--- src/rtl/core/lfp_pkg.sv ---
// Shared types and constants for the lidar frame parser with obstacle flags.
// No dependencies; lfp_link and the top module import this package.
package lfp_pkg;

  // Default number of lidar links.
  localparam int NUM_SENSORS_DEF = 4;

  // Fixed frame geometry: two header bytes, payload, checksum as the last byte.
  localparam int FRAME_LEN = 9;
  localparam int IDX_W = 4;
  localparam logic [IDX_W-1:0] IDX_DIST_LO = 4'd2;
  localparam logic [IDX_W-1:0] IDX_DIST_HI = 4'd3;
  localparam logic [IDX_W-1:0] IDX_STR_LO = 4'd4;
  localparam logic [IDX_W-1:0] IDX_STR_HI = 4'd5;
  localparam logic [IDX_W-1:0] IDX_CHECKSUM = IDX_W'(FRAME_LEN - 1);

  // Strength value that marks a saturated, unusable reading.
  localparam logic [15:0] STRENGTH_SAT = 16'hFFFF;

  // Register reset values.
  localparam logic [7:0] HEADER_RST = 8'd89;
  localparam logic signed [15:0] RELIABLE_RST = 16'sd1200;
  localparam logic signed [15:0] DANGER_RST = 16'sd30;
  localparam logic [15:0] STRENGTH_MIN_RST = 16'd100;

  // Configuration port geometry.
  localparam int PADDR_W = 4;
  localparam int PDATA_W = 32;

  // Register indexes, taken from paddr[3:2].
  typedef enum logic [1:0] {
    REG_HEADER   = 2'd0,
    REG_RELIABLE = 2'd1,
    REG_DANGER   = 2'd2,
    REG_STRENGTH = 2'd3
  } reg_idx_t;

  // What one link parser reports for the byte it just took.
  typedef struct packed {
    logic        done;      // checksum byte of a frame arrived
    logic        good;      // checksum matched
    logic [15:0] distance;
    logic [15:0] strength;
  } link_res_t;

endpackage

--- src/rtl/core/lfp_if.sv ---
// Valid/ready channel interfaces for the byte input and the frame result.
// Depends on nothing but the port widths fixed by the block.
interface lfp_rx_if;
  logic       valid;
  logic       ready;
  logic [1:0] sensor_index;
  logic [7:0] rx_byte;

  modport source (output valid, output sensor_index, output rx_byte, input ready);
  modport sink (input valid, input sensor_index, input rx_byte, output ready);
endinterface

interface lfp_frame_if;
  logic               valid;
  logic               ready;
  logic [1:0]         frame_sensor;
  logic signed [15:0] distance;
  logic [15:0]        strength;
  logic [3:0]         obstacle_flags;
  logic [3:0]         danger_flags;

  modport source (
    output valid, output frame_sensor, output distance, output strength,
    output obstacle_flags, output danger_flags, input ready
  );
  modport sink (
    input valid, input frame_sensor, input distance, input strength,
    input obstacle_flags, input danger_flags, output ready
  );
endinterface

--- src/rtl/core/lfp_link.sv ---
// Parser for one lidar link: header search, byte count, running checksum.
// Depends on lfp_pkg.
module lfp_link (
  input  logic              clk,
  input  logic              rst,
  input  logic              hit,
  input  logic [7:0]        rx_byte,
  input  logic [7:0]        header_byte,
  output lfp_pkg::link_res_t res
);
  import lfp_pkg::*;

  typedef enum logic [1:0] {
    PH_IDLE   = 2'd0,
    PH_HEADER = 2'd1,
    PH_BODY   = 2'd2
  } phase_t;

  phase_t           phase;
  phase_t           phase_next;
  logic [IDX_W-1:0] byte_index;
  logic [IDX_W-1:0] byte_index_next;
  logic [IDX_W-1:0] idx_inc;
  logic [7:0]       sum;
  logic [7:0]       sum_next;
  logic [7:0]       dist_lo;
  logic [7:0]       dist_hi;
  logic [7:0]       str_lo;
  logic [7:0]       str_hi;
  logic             is_header;

  assign is_header = (rx_byte == header_byte);
  assign idx_inc = byte_index + IDX_W'(1);

  // Next phase, byte count and checksum for the byte taken in this cycle.
  always_comb begin
    phase_next = phase;
    byte_index_next = byte_index;
    sum_next = sum;
    res.done = 1'b0;
    res.good = 1'b0;
    res.distance = {dist_hi, dist_lo};
    res.strength = {str_hi, str_lo};
    if (hit) begin
      unique case (phase)
        PH_IDLE: begin
          phase_next = is_header ? PH_HEADER : PH_IDLE;
          sum_next = rx_byte;
        end
        PH_HEADER: begin
          if (is_header) begin
            phase_next = PH_BODY;
            byte_index_next = IDX_W'(1);
            sum_next = sum + rx_byte;
          end else begin
            phase_next = PH_IDLE;
          end
        end
        PH_BODY: begin
          byte_index_next = idx_inc;
          if (idx_inc >= IDX_CHECKSUM) begin
            byte_index_next = IDX_CHECKSUM;
            phase_next = PH_IDLE;
            res.done = 1'b1;
            res.good = (sum == rx_byte);
          end else begin
            sum_next = sum + rx_byte;
          end
        end
        default: begin
          phase_next = PH_IDLE;
        end
      endcase
    end
  end

  // Parser control state.
  always_ff @(posedge clk) begin
    if (rst) begin
      phase <= PH_IDLE;
      byte_index <= '0;
    end else begin
      phase <= phase_next;
      byte_index <= byte_index_next;
    end
  end

  // Payload bytes of the frame and the running checksum.
  always_ff @(posedge clk) begin
    sum <= sum_next;
    if (hit && phase == PH_BODY) begin
      if (idx_inc == IDX_DIST_LO) dist_lo <= rx_byte;
      if (idx_inc == IDX_DIST_HI) dist_hi <= rx_byte;
      if (idx_inc == IDX_STR_LO) str_lo <= rx_byte;
      if (idx_inc == IDX_STR_HI) str_hi <= rx_byte;
    end
  end

endmodule

--- src/rtl/core/lidar_frame_parser_obstacle_flags.sv ---
// Lidar frame parser with per-sensor obstacle and danger flags.
// A result for a frame with a good checksum is registered after its checksum byte passes the input register.
// Throughput: one byte per cycle; the input register and the result register
// form a two-stage pipeline that stalls only when the result is not taken.
// Reset (synchronous, active high) idles every link parser, clears the flags
// and loads the register defaults. Depends on lfp_pkg, lfp_if and lfp_link.
module lidar_frame_parser_obstacle_flags #(
  parameter int NUM_SENSORS = lfp_pkg::NUM_SENSORS_DEF
) (
  input  logic                          clk,
  input  logic                          rst,
  lfp_rx_if.sink                        rx,
  lfp_frame_if.source                   frame,
  input  logic                          psel,
  input  logic                          penable,
  input  logic                          pwrite,
  input  logic [lfp_pkg::PADDR_W-1:0]   paddr,
  input  logic [lfp_pkg::PDATA_W-1:0]   pwdata,
  output logic [lfp_pkg::PDATA_W-1:0]   prdata,
  output logic                          pready
);
  import lfp_pkg::*;

  localparam int FW = (NUM_SENSORS > 4) ? NUM_SENSORS : 4;

  // Configuration registers.
  logic [7:0]        header_byte;
  logic signed [15:0] reliable_limit;
  logic signed [15:0] danger_limit;
  logic [15:0]       strength_min;
  reg_idx_t          reg_sel;
  logic              cfg_write;

  assign pready = 1'b1;
  assign reg_sel = reg_idx_t'(paddr[3:2]);
  assign cfg_write = psel && penable && pwrite;

  // Register writes on the access cycle.
  always_ff @(posedge clk) begin
    if (rst) begin
      header_byte <= HEADER_RST;
      reliable_limit <= RELIABLE_RST;
      danger_limit <= DANGER_RST;
      strength_min <= STRENGTH_MIN_RST;
    end else if (cfg_write) begin
      unique case (reg_sel)
        REG_HEADER:   header_byte <= pwdata[7:0];
        REG_RELIABLE: reliable_limit <= pwdata[15:0];
        REG_DANGER:   danger_limit <= pwdata[15:0];
        REG_STRENGTH: strength_min <= pwdata[15:0];
      endcase
    end
  end

  // Register read-back.
  always_comb begin
    unique case (reg_sel)
      REG_HEADER:   prdata = {24'd0, header_byte};
      REG_RELIABLE: prdata = {16'd0, reliable_limit};
      REG_DANGER:   prdata = {16'd0, danger_limit};
      REG_STRENGTH: prdata = {16'd0, strength_min};
    endcase
  end

  // Pipeline control: the input stage moves on when the result register is free.
  logic       s1_valid;
  logic [1:0] s1_sensor;
  logic [7:0] s1_byte;
  logic       advance;

  assign advance = !frame.valid || frame.ready;
  assign rx.ready = !s1_valid || advance;

  always_ff @(posedge clk) begin
    if (rst) begin
      s1_valid <= 1'b0;
    end else if (rx.valid && rx.ready) begin
      s1_valid <= 1'b1;
    end else if (advance) begin
      s1_valid <= 1'b0;
    end
  end

  always_ff @(posedge clk) begin
    if (rx.valid && rx.ready) begin
      s1_sensor <= rx.sensor_index;
      s1_byte <= rx.rx_byte;
    end
  end

  // One parser per link; a byte tagged with a missing link reaches none.
  link_res_t link_res [NUM_SENSORS];

  for (genvar l = 0; l < NUM_SENSORS; l++) begin : g_link
    logic hit;
    assign hit = s1_valid && advance && ({3'd0, s1_sensor} == 5'(l));
    lfp_link u_link (
      .clk         (clk),
      .rst         (rst),
      .hit         (hit),
      .rx_byte     (s1_byte),
      .header_byte (header_byte),
      .res         (link_res[l])
    );
  end

  // Pick the report of the link that took the byte.
  link_res_t sel;

  always_comb begin
    sel = '0;
    for (int l = 0; l < NUM_SENSORS; l++) begin
      if (link_res[l].done) sel = link_res[l];
    end
  end

  // Obstacle and danger decisions for a frame with a good checksum.
  logic [NUM_SENSORS-1:0] obstacle_bits;
  logic [NUM_SENSORS-1:0] obstacle_bits_next;
  logic [NUM_SENSORS-1:0] danger_bits;
  logic [NUM_SENSORS-1:0] danger_bits_next;
  logic [NUM_SENSORS-1:0] link_mask;
  logic                   frame_good;
  logic                   is_obstacle;
  logic                   is_danger;
  logic [FW-1:0]          obstacle_pad;
  logic [FW-1:0]          danger_pad;

  assign frame_good = sel.done && sel.good;
  assign link_mask = NUM_SENSORS'(1) << s1_sensor;
  assign is_obstacle = (sel.strength > strength_min) && (sel.strength != STRENGTH_SAT)
                       && ($signed(sel.distance) < reliable_limit);
  assign is_danger = is_obstacle && ($signed(sel.distance) < danger_limit);

  always_comb begin
    obstacle_bits_next = obstacle_bits;
    danger_bits_next = danger_bits;
    if (frame_good) begin
      obstacle_bits_next = is_obstacle ? (obstacle_bits | link_mask)
                                       : (obstacle_bits & ~link_mask);
      danger_bits_next = is_danger ? (danger_bits | link_mask)
                                   : (danger_bits & ~link_mask);
    end
  end

  assign obstacle_pad = FW'(obstacle_bits_next);
  assign danger_pad = FW'(danger_bits_next);

  // Flag state and result valid.
  always_ff @(posedge clk) begin
    if (rst) begin
      obstacle_bits <= '0;
      danger_bits <= '0;
      frame.valid <= 1'b0;
    end else if (advance) begin
      obstacle_bits <= obstacle_bits_next;
      danger_bits <= danger_bits_next;
      frame.valid <= frame_good;
    end
  end

  // Result payload.
  always_ff @(posedge clk) begin
    if (advance && frame_good) begin
      frame.frame_sensor <= s1_sensor;
      frame.distance <= sel.distance;
      frame.strength <= sel.strength;
      frame.obstacle_flags <= obstacle_pad[3:0];
      frame.danger_flags <= danger_pad[3:0];
    end
  end

endmodule
--- src/flat_wrapper.sv ---
// flat-port wrapper written by rule: the top's interface ports become plain ports
module lidar_frame_parser_obstacle_flags_flat import lfp_pkg::*;
#(
  parameter int NUM_SENSORS = lfp_pkg::NUM_SENSORS_DEF
)
  (clk, rst, psel, penable, pwrite, paddr, pwdata, prdata, pready, rx_valid, rx_sensor_index, rx_rx_byte, rx_ready, frame_valid, frame_frame_sensor, frame_distance, frame_strength, frame_obstacle_flags, frame_danger_flags, frame_ready);
  lfp_rx_if rx_i ();
  lfp_frame_if frame_i ();
  input  logic clk;
  input  logic rst;
  input  logic psel;
  input  logic penable;
  input  logic pwrite;
  input  logic [lfp_pkg::PADDR_W-1:0] paddr;
  input  logic [lfp_pkg::PDATA_W-1:0] pwdata;
  output logic [lfp_pkg::PDATA_W-1:0] prdata;
  output logic pready;
  input wire logic [$bits(rx_i.valid)-1:0] rx_valid;
  input wire logic [$bits(rx_i.sensor_index)-1:0] rx_sensor_index;
  input wire logic [$bits(rx_i.rx_byte)-1:0] rx_rx_byte;
  output wire logic [$bits(rx_i.ready)-1:0] rx_ready;
  output wire logic [$bits(frame_i.valid)-1:0] frame_valid;
  output wire logic [$bits(frame_i.frame_sensor)-1:0] frame_frame_sensor;
  output wire logic [$bits(frame_i.distance)-1:0] frame_distance;
  output wire logic [$bits(frame_i.strength)-1:0] frame_strength;
  output wire logic [$bits(frame_i.obstacle_flags)-1:0] frame_obstacle_flags;
  output wire logic [$bits(frame_i.danger_flags)-1:0] frame_danger_flags;
  input wire logic [$bits(frame_i.ready)-1:0] frame_ready;
  assign rx_i.valid = rx_valid;
  assign rx_i.sensor_index = rx_sensor_index;
  assign rx_i.rx_byte = rx_rx_byte;
  assign rx_ready = rx_i.ready;
  assign frame_valid = frame_i.valid;
  assign frame_frame_sensor = frame_i.frame_sensor;
  assign frame_distance = frame_i.distance;
  assign frame_strength = frame_i.strength;
  assign frame_obstacle_flags = frame_i.obstacle_flags;
  assign frame_danger_flags = frame_i.danger_flags;
  assign frame_i.ready = frame_ready;
  lidar_frame_parser_obstacle_flags #(.NUM_SENSORS(NUM_SENSORS)) u_core (.clk(clk), .rst(rst), .rx(rx_i), .frame(frame_i), .psel(psel), .penable(penable), .pwrite(pwrite), .paddr(paddr), .pwdata(pwdata), .prdata(prdata), .pready(pready));
endmodule
--- config.mk ---
export PLATFORM = sky130hd
export DESIGN_NAME = lidar_frame_parser_obstacle_flags_flat
export DESIGN_NICKNAME = d
export VERILOG_FILES = /design/src/rtl/core/lfp_pkg.sv /design/src/rtl/core/lfp_if.sv /design/src/rtl/core/lfp_link.sv /design/src/rtl/core/lidar_frame_parser_obstacle_flags.sv /design/src/flat_wrapper.sv
export SDC_FILE = /design/constraint.sdc
export NUM_CORES = 1
export LEC_CHECK = 0
export BUFFER_PORTS_ARGS = -buffer_cell sky130_fd_sc_hd__buf_2
export CORE_ASPECT_RATIO = 0.5
export CORE_UTILIZATION = 37
export DETAILED_ROUTE_END_ITERATION = 12
export PLACE_DENSITY = 0.63
export SYNTH_ARGS = -nofsm -noshare
export SYNTH_HDL_FRONTEND = slang
export SYNTH_SLANG_ARGS = --single-unit
--- constraint.sdc ---
create_clock -name clk -period 8.4 [get_ports clk]
set_input_delay 0 -clock clk [delete_from_list [all_inputs] [get_ports clk]]
set_output_delay 0 -clock clk [all_outputs]
set_load 0.05 [all_outputs]
-- Word-level counts from Yosys, hierarchy flattened
Index checks and enable logic that the tools add are counted.
- register bits: 302
- add/sub/neg operators: 8
- order comparisons: 7
- equal/unequal tests: 48
- shift operators: 1
- mux-type cells: 54
- bitwise logic cells: 5
- reduce and logical (&&, ||, !) cells: 68
- operators with widths (kind ; number):
    2-to-1 mux 34 bit ; 4
    case mux 32 bit (4 select lines) ; 1
    case mux 8 bit (3 select lines) ; 4
    2-to-1 mux 8 bit ; 8
    AND reduction 2 bit ; 24
    equality test 8 bit ; 5
    2-to-1 mux 4 bit ; 9
    2-to-1 mux 2 bit ; 17
    adder 8 bit ; 4
    equality test 4 x 2 -> 1 bit, second input constant ; 8
    equality test 4 x 3 -> 1 bit, second input constant ; 8
    < comparator 16 bit ; 2
    case mux 4 bit (2 select lines) ; 4
    case mux 2 bit (3 select lines) ; 4
    inequality test 2 bit, second input constant ; 9
    logical AND 1 bit ; 17
    adder 4 x 1 -> 4 bit, second input constant ; 4
    equality test 2 bit, second input constant ; 8
    >= comparator 4 bit, second input constant ; 4
    > comparator 16 bit ; 1
    inequality test 16 bit, second input constant ; 1
    AND reduction 4 bit ; 4
    equality test 2 x 1 -> 1 bit, second input constant ; 6
    logical NOT 2 bit ; 6
    other kinds (11) ; 29

-- Depth between registers and ports, before layout
- depth after elaboration: 15
- gate-level depth with buffers: 18
- mapped depth without buffers: 17

-- By module
A second synthesis with hierarchy kept.
- cells, all modules: 1439
- area total of the unflattened synthesis: 15851.5 µm²
- modules (own cells, without submodules) (module ; instances ; cells an instance ; area an instance (µm²) ; sequential area each (µm²)):
    lidar_frame_parser_obstacle_flags ; 1 ; 743 ; 6822.8 ; 2882.8
    lfp_link at u_core.g_link[1].u_link ... ; 2 ; 175 ; 2284.7 ; 1321.3
    lfp_link at u_core.g_link[0].u_link ... ; 2 ; 173 ; 2229.6 ; 1321.3

-- Worst setup path after synthesis
Ideal clock, no wire load.
- kind: flip-flop to flip-flop
- start: reg u_core.frame.valid
- end: reg u_core.danger_bits[0]
- library setup time: 0.088 ns
- arrival time: 4.005 ns
- setup slack: 4.307 ns
- stages on the path, launching flop included: 18
- path buffers: 3
- clock period less this slack: 4.093 ns
- cells stage by stage: dfxtp_1 nor2b_4 buf_6 nor4b_4 and2_1 buf_4 clkbuf_1 a222oi_1 a21oi_1 ha_1 a211oi_1 o31ai_1 a211oi_1 o21ai_0 a41oi_1 mux2i_2 o2111ai_4 o31ai_1
- RTL lines (item ; RTL line ; RTL):
    start, declared ; lfp_if.sv:23 ; output valid, output frame_sensor, output distance, output strength,
    start signal, assigned ; lidar_frame_parser_obstacle_flags.sv:158 ; frame.valid <= frame_good;
    end signal, assigned ; lidar_frame_parser_obstacle_flags.sv:157 ; danger_bits <= danger_bits_next;
    end, declared ; lidar_frame_parser_obstacle_flags.sv:120 ; logic [NUM_SENSORS-1:0] danger_bits;

==> results_dict.tcl <==
set metrics [dict create \
    power.density_nw_per_um2 192 \
    startpoint "u_core.s1_sensor[0]$_DFFE_PP_" \
    crit_fanout 36 \
    coreArea_um2 39600 \
    syn_to_final_growth_pct 16.6 \
    relSlewSlack 0.235 \
    r2r-end "u_core.frame.danger_flags[3]$_DFFE_PP_" \
    dr.first_iter.drc_count 931 \
    final.min_clock_period_ns 5.37 \
    r2r-start "u_core.s1_sensor[0]$_DFFE_PP_" \
    grt_max_degree 95 \
    rsz0062_at_grt "false" \
    cts_hold_buf 29 \
    drive_gt1_frac 0.155 \
    vias 10800 \
    netlist_area_um2 15100 \
    required_ns 8.79 \
    startpoint_type "register" \
    fin_worst_skew_ns 0.0103 \
    drt-total-wl_um 39400 \
    ys_ff_latch 302 \
    syn_inst 1357 \
    p_int_mw 2.63 \
    fin_crit_sh 0.639 \
    die_y_um 145 \
    insertion_delay_ns 0.57 \
    start_util 0.382 \
    cts.sink_count 302 \
    nets 1646 \
    clockBufferDepth 3 \
    r2r_cells 14 \
    dp_cells 1952 \
    drt_first_pass_iters 9 \
    ys.flop_type "edfxtp_1" \
    pwr-share-clk 0.456 \
    cts_tree "built" \
    p_leak_nw 6.62 \
    grt_pass1_wl_um 60500 \
    yosysWarningCount 0 \
    dp_hpwl_um 26300 \
    cts.clk_slew.worst_paths_ns 0.06 \
    port_buffers 94 \
    drv_slew 0 \
    design_area_um2 17700 \
    r2r_slack_ns 3.03 \
    instances_no_fill 2037 \
    fmax_mhz 186 \
    endpoint "u_core.frame.danger_flags[3]$_DFFE_PP_" \
    fin_hold_ws_ns 0.0997 \
    cts_inserted_buffers 30 \
    avgSynthCellArea_um2 11.2 \
    final_cell_mix "212 x edfxtp_1, 145 x nand2_1, 112 x a21oi_1, 108 x inv_1, 106 x ha_1" \
    violations "design-rule violations" \
    final_common_cell "edfxtp_1" \
    place_congestion 0.877 \
    diodes 0 \
    synth-edff-count 212 \
    overflow 0 \
    post_cts_buffers 0 \
    routed_via_density 5.29 \
    gr-usage-all-layers 0.188 \
    ctsResizeCount 0 \
    hold_viol_final 0 \
    h-tree-depth 1 \
    antenna_left 0 \
    critical_path_arrival_ns 5.76 \
    die_x_um 288 \
    swShare 0.225 \
    p_switching_mw 0.763 \
    yosysSeqAreaShare 0.540 \
    min-delay-path-class "primary input to register" \
    antenna_found_initial 0 \
    power_mw 3.39 \
    p_seq_frac 0.476 \
    routedWlPerCell_um 19.4 \
    drc_errors 12 \
    placedInstanceArea_um2 16200 \
    io_pins 130 \
    setup-violations-final 0 \
    status "finished with violations" \
    grt_pass1_vias 10400 \
    tns_ns 0 \
    crit_path_end_kind "register" \
    async_reset_ff_frac 0 \
    ir_drop_uv 139 \
    worst-setup-path-type "register to register" \
    dieArea_um2 41800 \
    ys_types 73 \
    worst_pin_slew_ns 1.14 \
    cts-root-buf "clkbuf_16" \
    fp-row-count 51 \
    combPwrFrac 0.068 \
    maxCapViolations 0 \
]
[logic make-up (layout without fill, tap and decap cells)]
logic type,count (synthesis),after routing,synth area share
adder cells (fa/ha/maj),110,110,0.0929
AND/OR/NAND/NOR,397,397,0.127
buffers and inverters,181,316,0.0512
AO/OA/AOI/OAI,280,280,0.124
flip-flops,302,302,0.540
multiplexers,44,44,0.0380
other,2,17,0.000496
XOR/XNOR,41,41,0.0264
[power groups by stage]
stage	sequential [mW]	clock, mW	combinational (mW)
2_1_floorplan	1.65	0	0.146
3_3_place_gp	1.65	0	0.215
3_5_place_dp	1.65	0	0.217
4_1_cts	1.61	1.56	0.229
5_1_grt	1.61	1.63	0.250
6_report	1.61	1.55	0.229
[per-layer routing]
metal / vias to the layer above / wire [um] / GRT usage
met2: 318 / 18600 / 0.305
met3: 60 / 2520 / 0.0340
li1: 5183 / - / -
met5: - / 0 / 0
met1: 5219 / 17300 / 0.255
met4: 0 / 1010 / 0.0519
[through the flow]
step	utilization	setup slack (ns)
after global routing	0.445	2.60
after CTS	0.445	3.04
after detailed placement	0.409	3.11
after global placement	0.409	3.10
final	0.445	3.03
after floorplan	-	4.31
[worst max-delay path, cell delays in order, from the launching register on]
cell       delay (ns)
edfxtp_1         0.67
nand2_1          0.14
nor3_2           0.79
nand2_1          0.42
buf_4            0.37
a21oi_1          0.42
ha_1             0.34
a21oi_1          0.14
o21ai_0          0.10
a211oi_1         0.25
o21ai_0          0.12
a41oi_1          0.24
mux2i_2          0.59
o2111ai_4        0.31
o21ai_1          0.25
[worst min path at each step]
stage                                               endpoint  slack (ns)  cells after the start                from
after CTS                 u_core.header_byte[7]$_SDFFE_PP0P_        0.06                      6             penable
after floorplan                  u_core.s1_byte[0]$_DFFE_PP_         0.1                      0       rx_rx_byte[0]
final                     u_core.header_byte[5]$_SDFFE_PP0P_         0.1                      6             penable
after global routing      u_core.header_byte[7]$_SDFFE_PP0P_         0.1                      6             penable
after global placement         u_core.s1_sensor[1]$_DFFE_PP_        0.18                      1  rx_sensor_index[1]
after detailed placement         u_core.s1_byte[2]$_DFFE_PP_        0.18                      1       rx_rx_byte[2]
[state kept, by name, summed over array words and instances (netlist names), 2 cells and up]
| name | cells |
|---|---|
| u_core.s1_sensor | 2 |
| u_core.reliable_limit | 16 |
| u_core.g_link.u_link.sum | 32 |
| u_core.strength_min | 16 |
| u_core.g_link.u_link.dist_hi | 32 |
| u_core.g_link.u_link.byte_index | 16 |
| u_core.frame.frame_sensor | 2 |
| u_core.header_byte | 8 |
| u_core.s1_byte | 8 |
| u_core.g_link.u_link.str_hi | 32 |
| u_core.g_link.u_link.str_lo | 32 |
| u_core.g_link.u_link.dist_lo | 32 |
| u_core.frame.distance | 16 |
| u_core.obstacle_bits | 4 |
| u_core.g_link.u_link.phase | 8 |
| u_core.frame.danger_flags | 4 |
| u_core.frame.obstacle_flags | 4 |
| u_core.danger_limit | 16 |
| u_core.danger_bits | 4 |
| u_core.frame.strength | 16 |
[cells in the mapped netlist (6+ instances only)]
cell,instances,area share
a211oi_1,7,0.0035
xor2_1,9,0.0052
a21o_1,9,0.0045
a22o_1,10,0.0058
a222oi_1,16,0.011
xnor2_1,28,0.016
clkbuf_1,40,0.0099
nor3_1,37,0.012
mux4_2,8,0.012
a32oi_1,9,0.0052
nor2b_1,13,0.0054
ha_1,106,0.088
mux2_2,25,0.019
a31oi_1,16,0.0066
buf_2,10,0.0033
mux2i_1,10,0.0066
nor4_1,6,0.0025
inv_1,108,0.027
nand3b_1,7,0.0035
nand2b_1,12,0.0050
nand3_1,41,0.014
a211o_1,12,0.0069
and2_1,16,0.0066
o21bai_1,12,0.0060
buf_4,18,0.0089
edfxtp_1,212,0.42
nand2_1,145,0.036
nand4_1,20,0.0083
nor2_1,75,0.019
dfxtp_1,90,0.12
o21ai_0,28,0.0093
a21oi_1,112,0.037
[final cells by class]
cell class / instances / area [um2]
Clock buffer: 35 / 811
Clock inverter: 21 / 337
Fill cell: 3620 / 22000
Inverter: 108 / 405
Multi-Input combinational cell: 889 / 6290
Sequential cell: 302 / 8170
Tap cell: 530 / 663
Timing Repair Buffer: 152 / 978
Power figures use the tool's default switching activity.
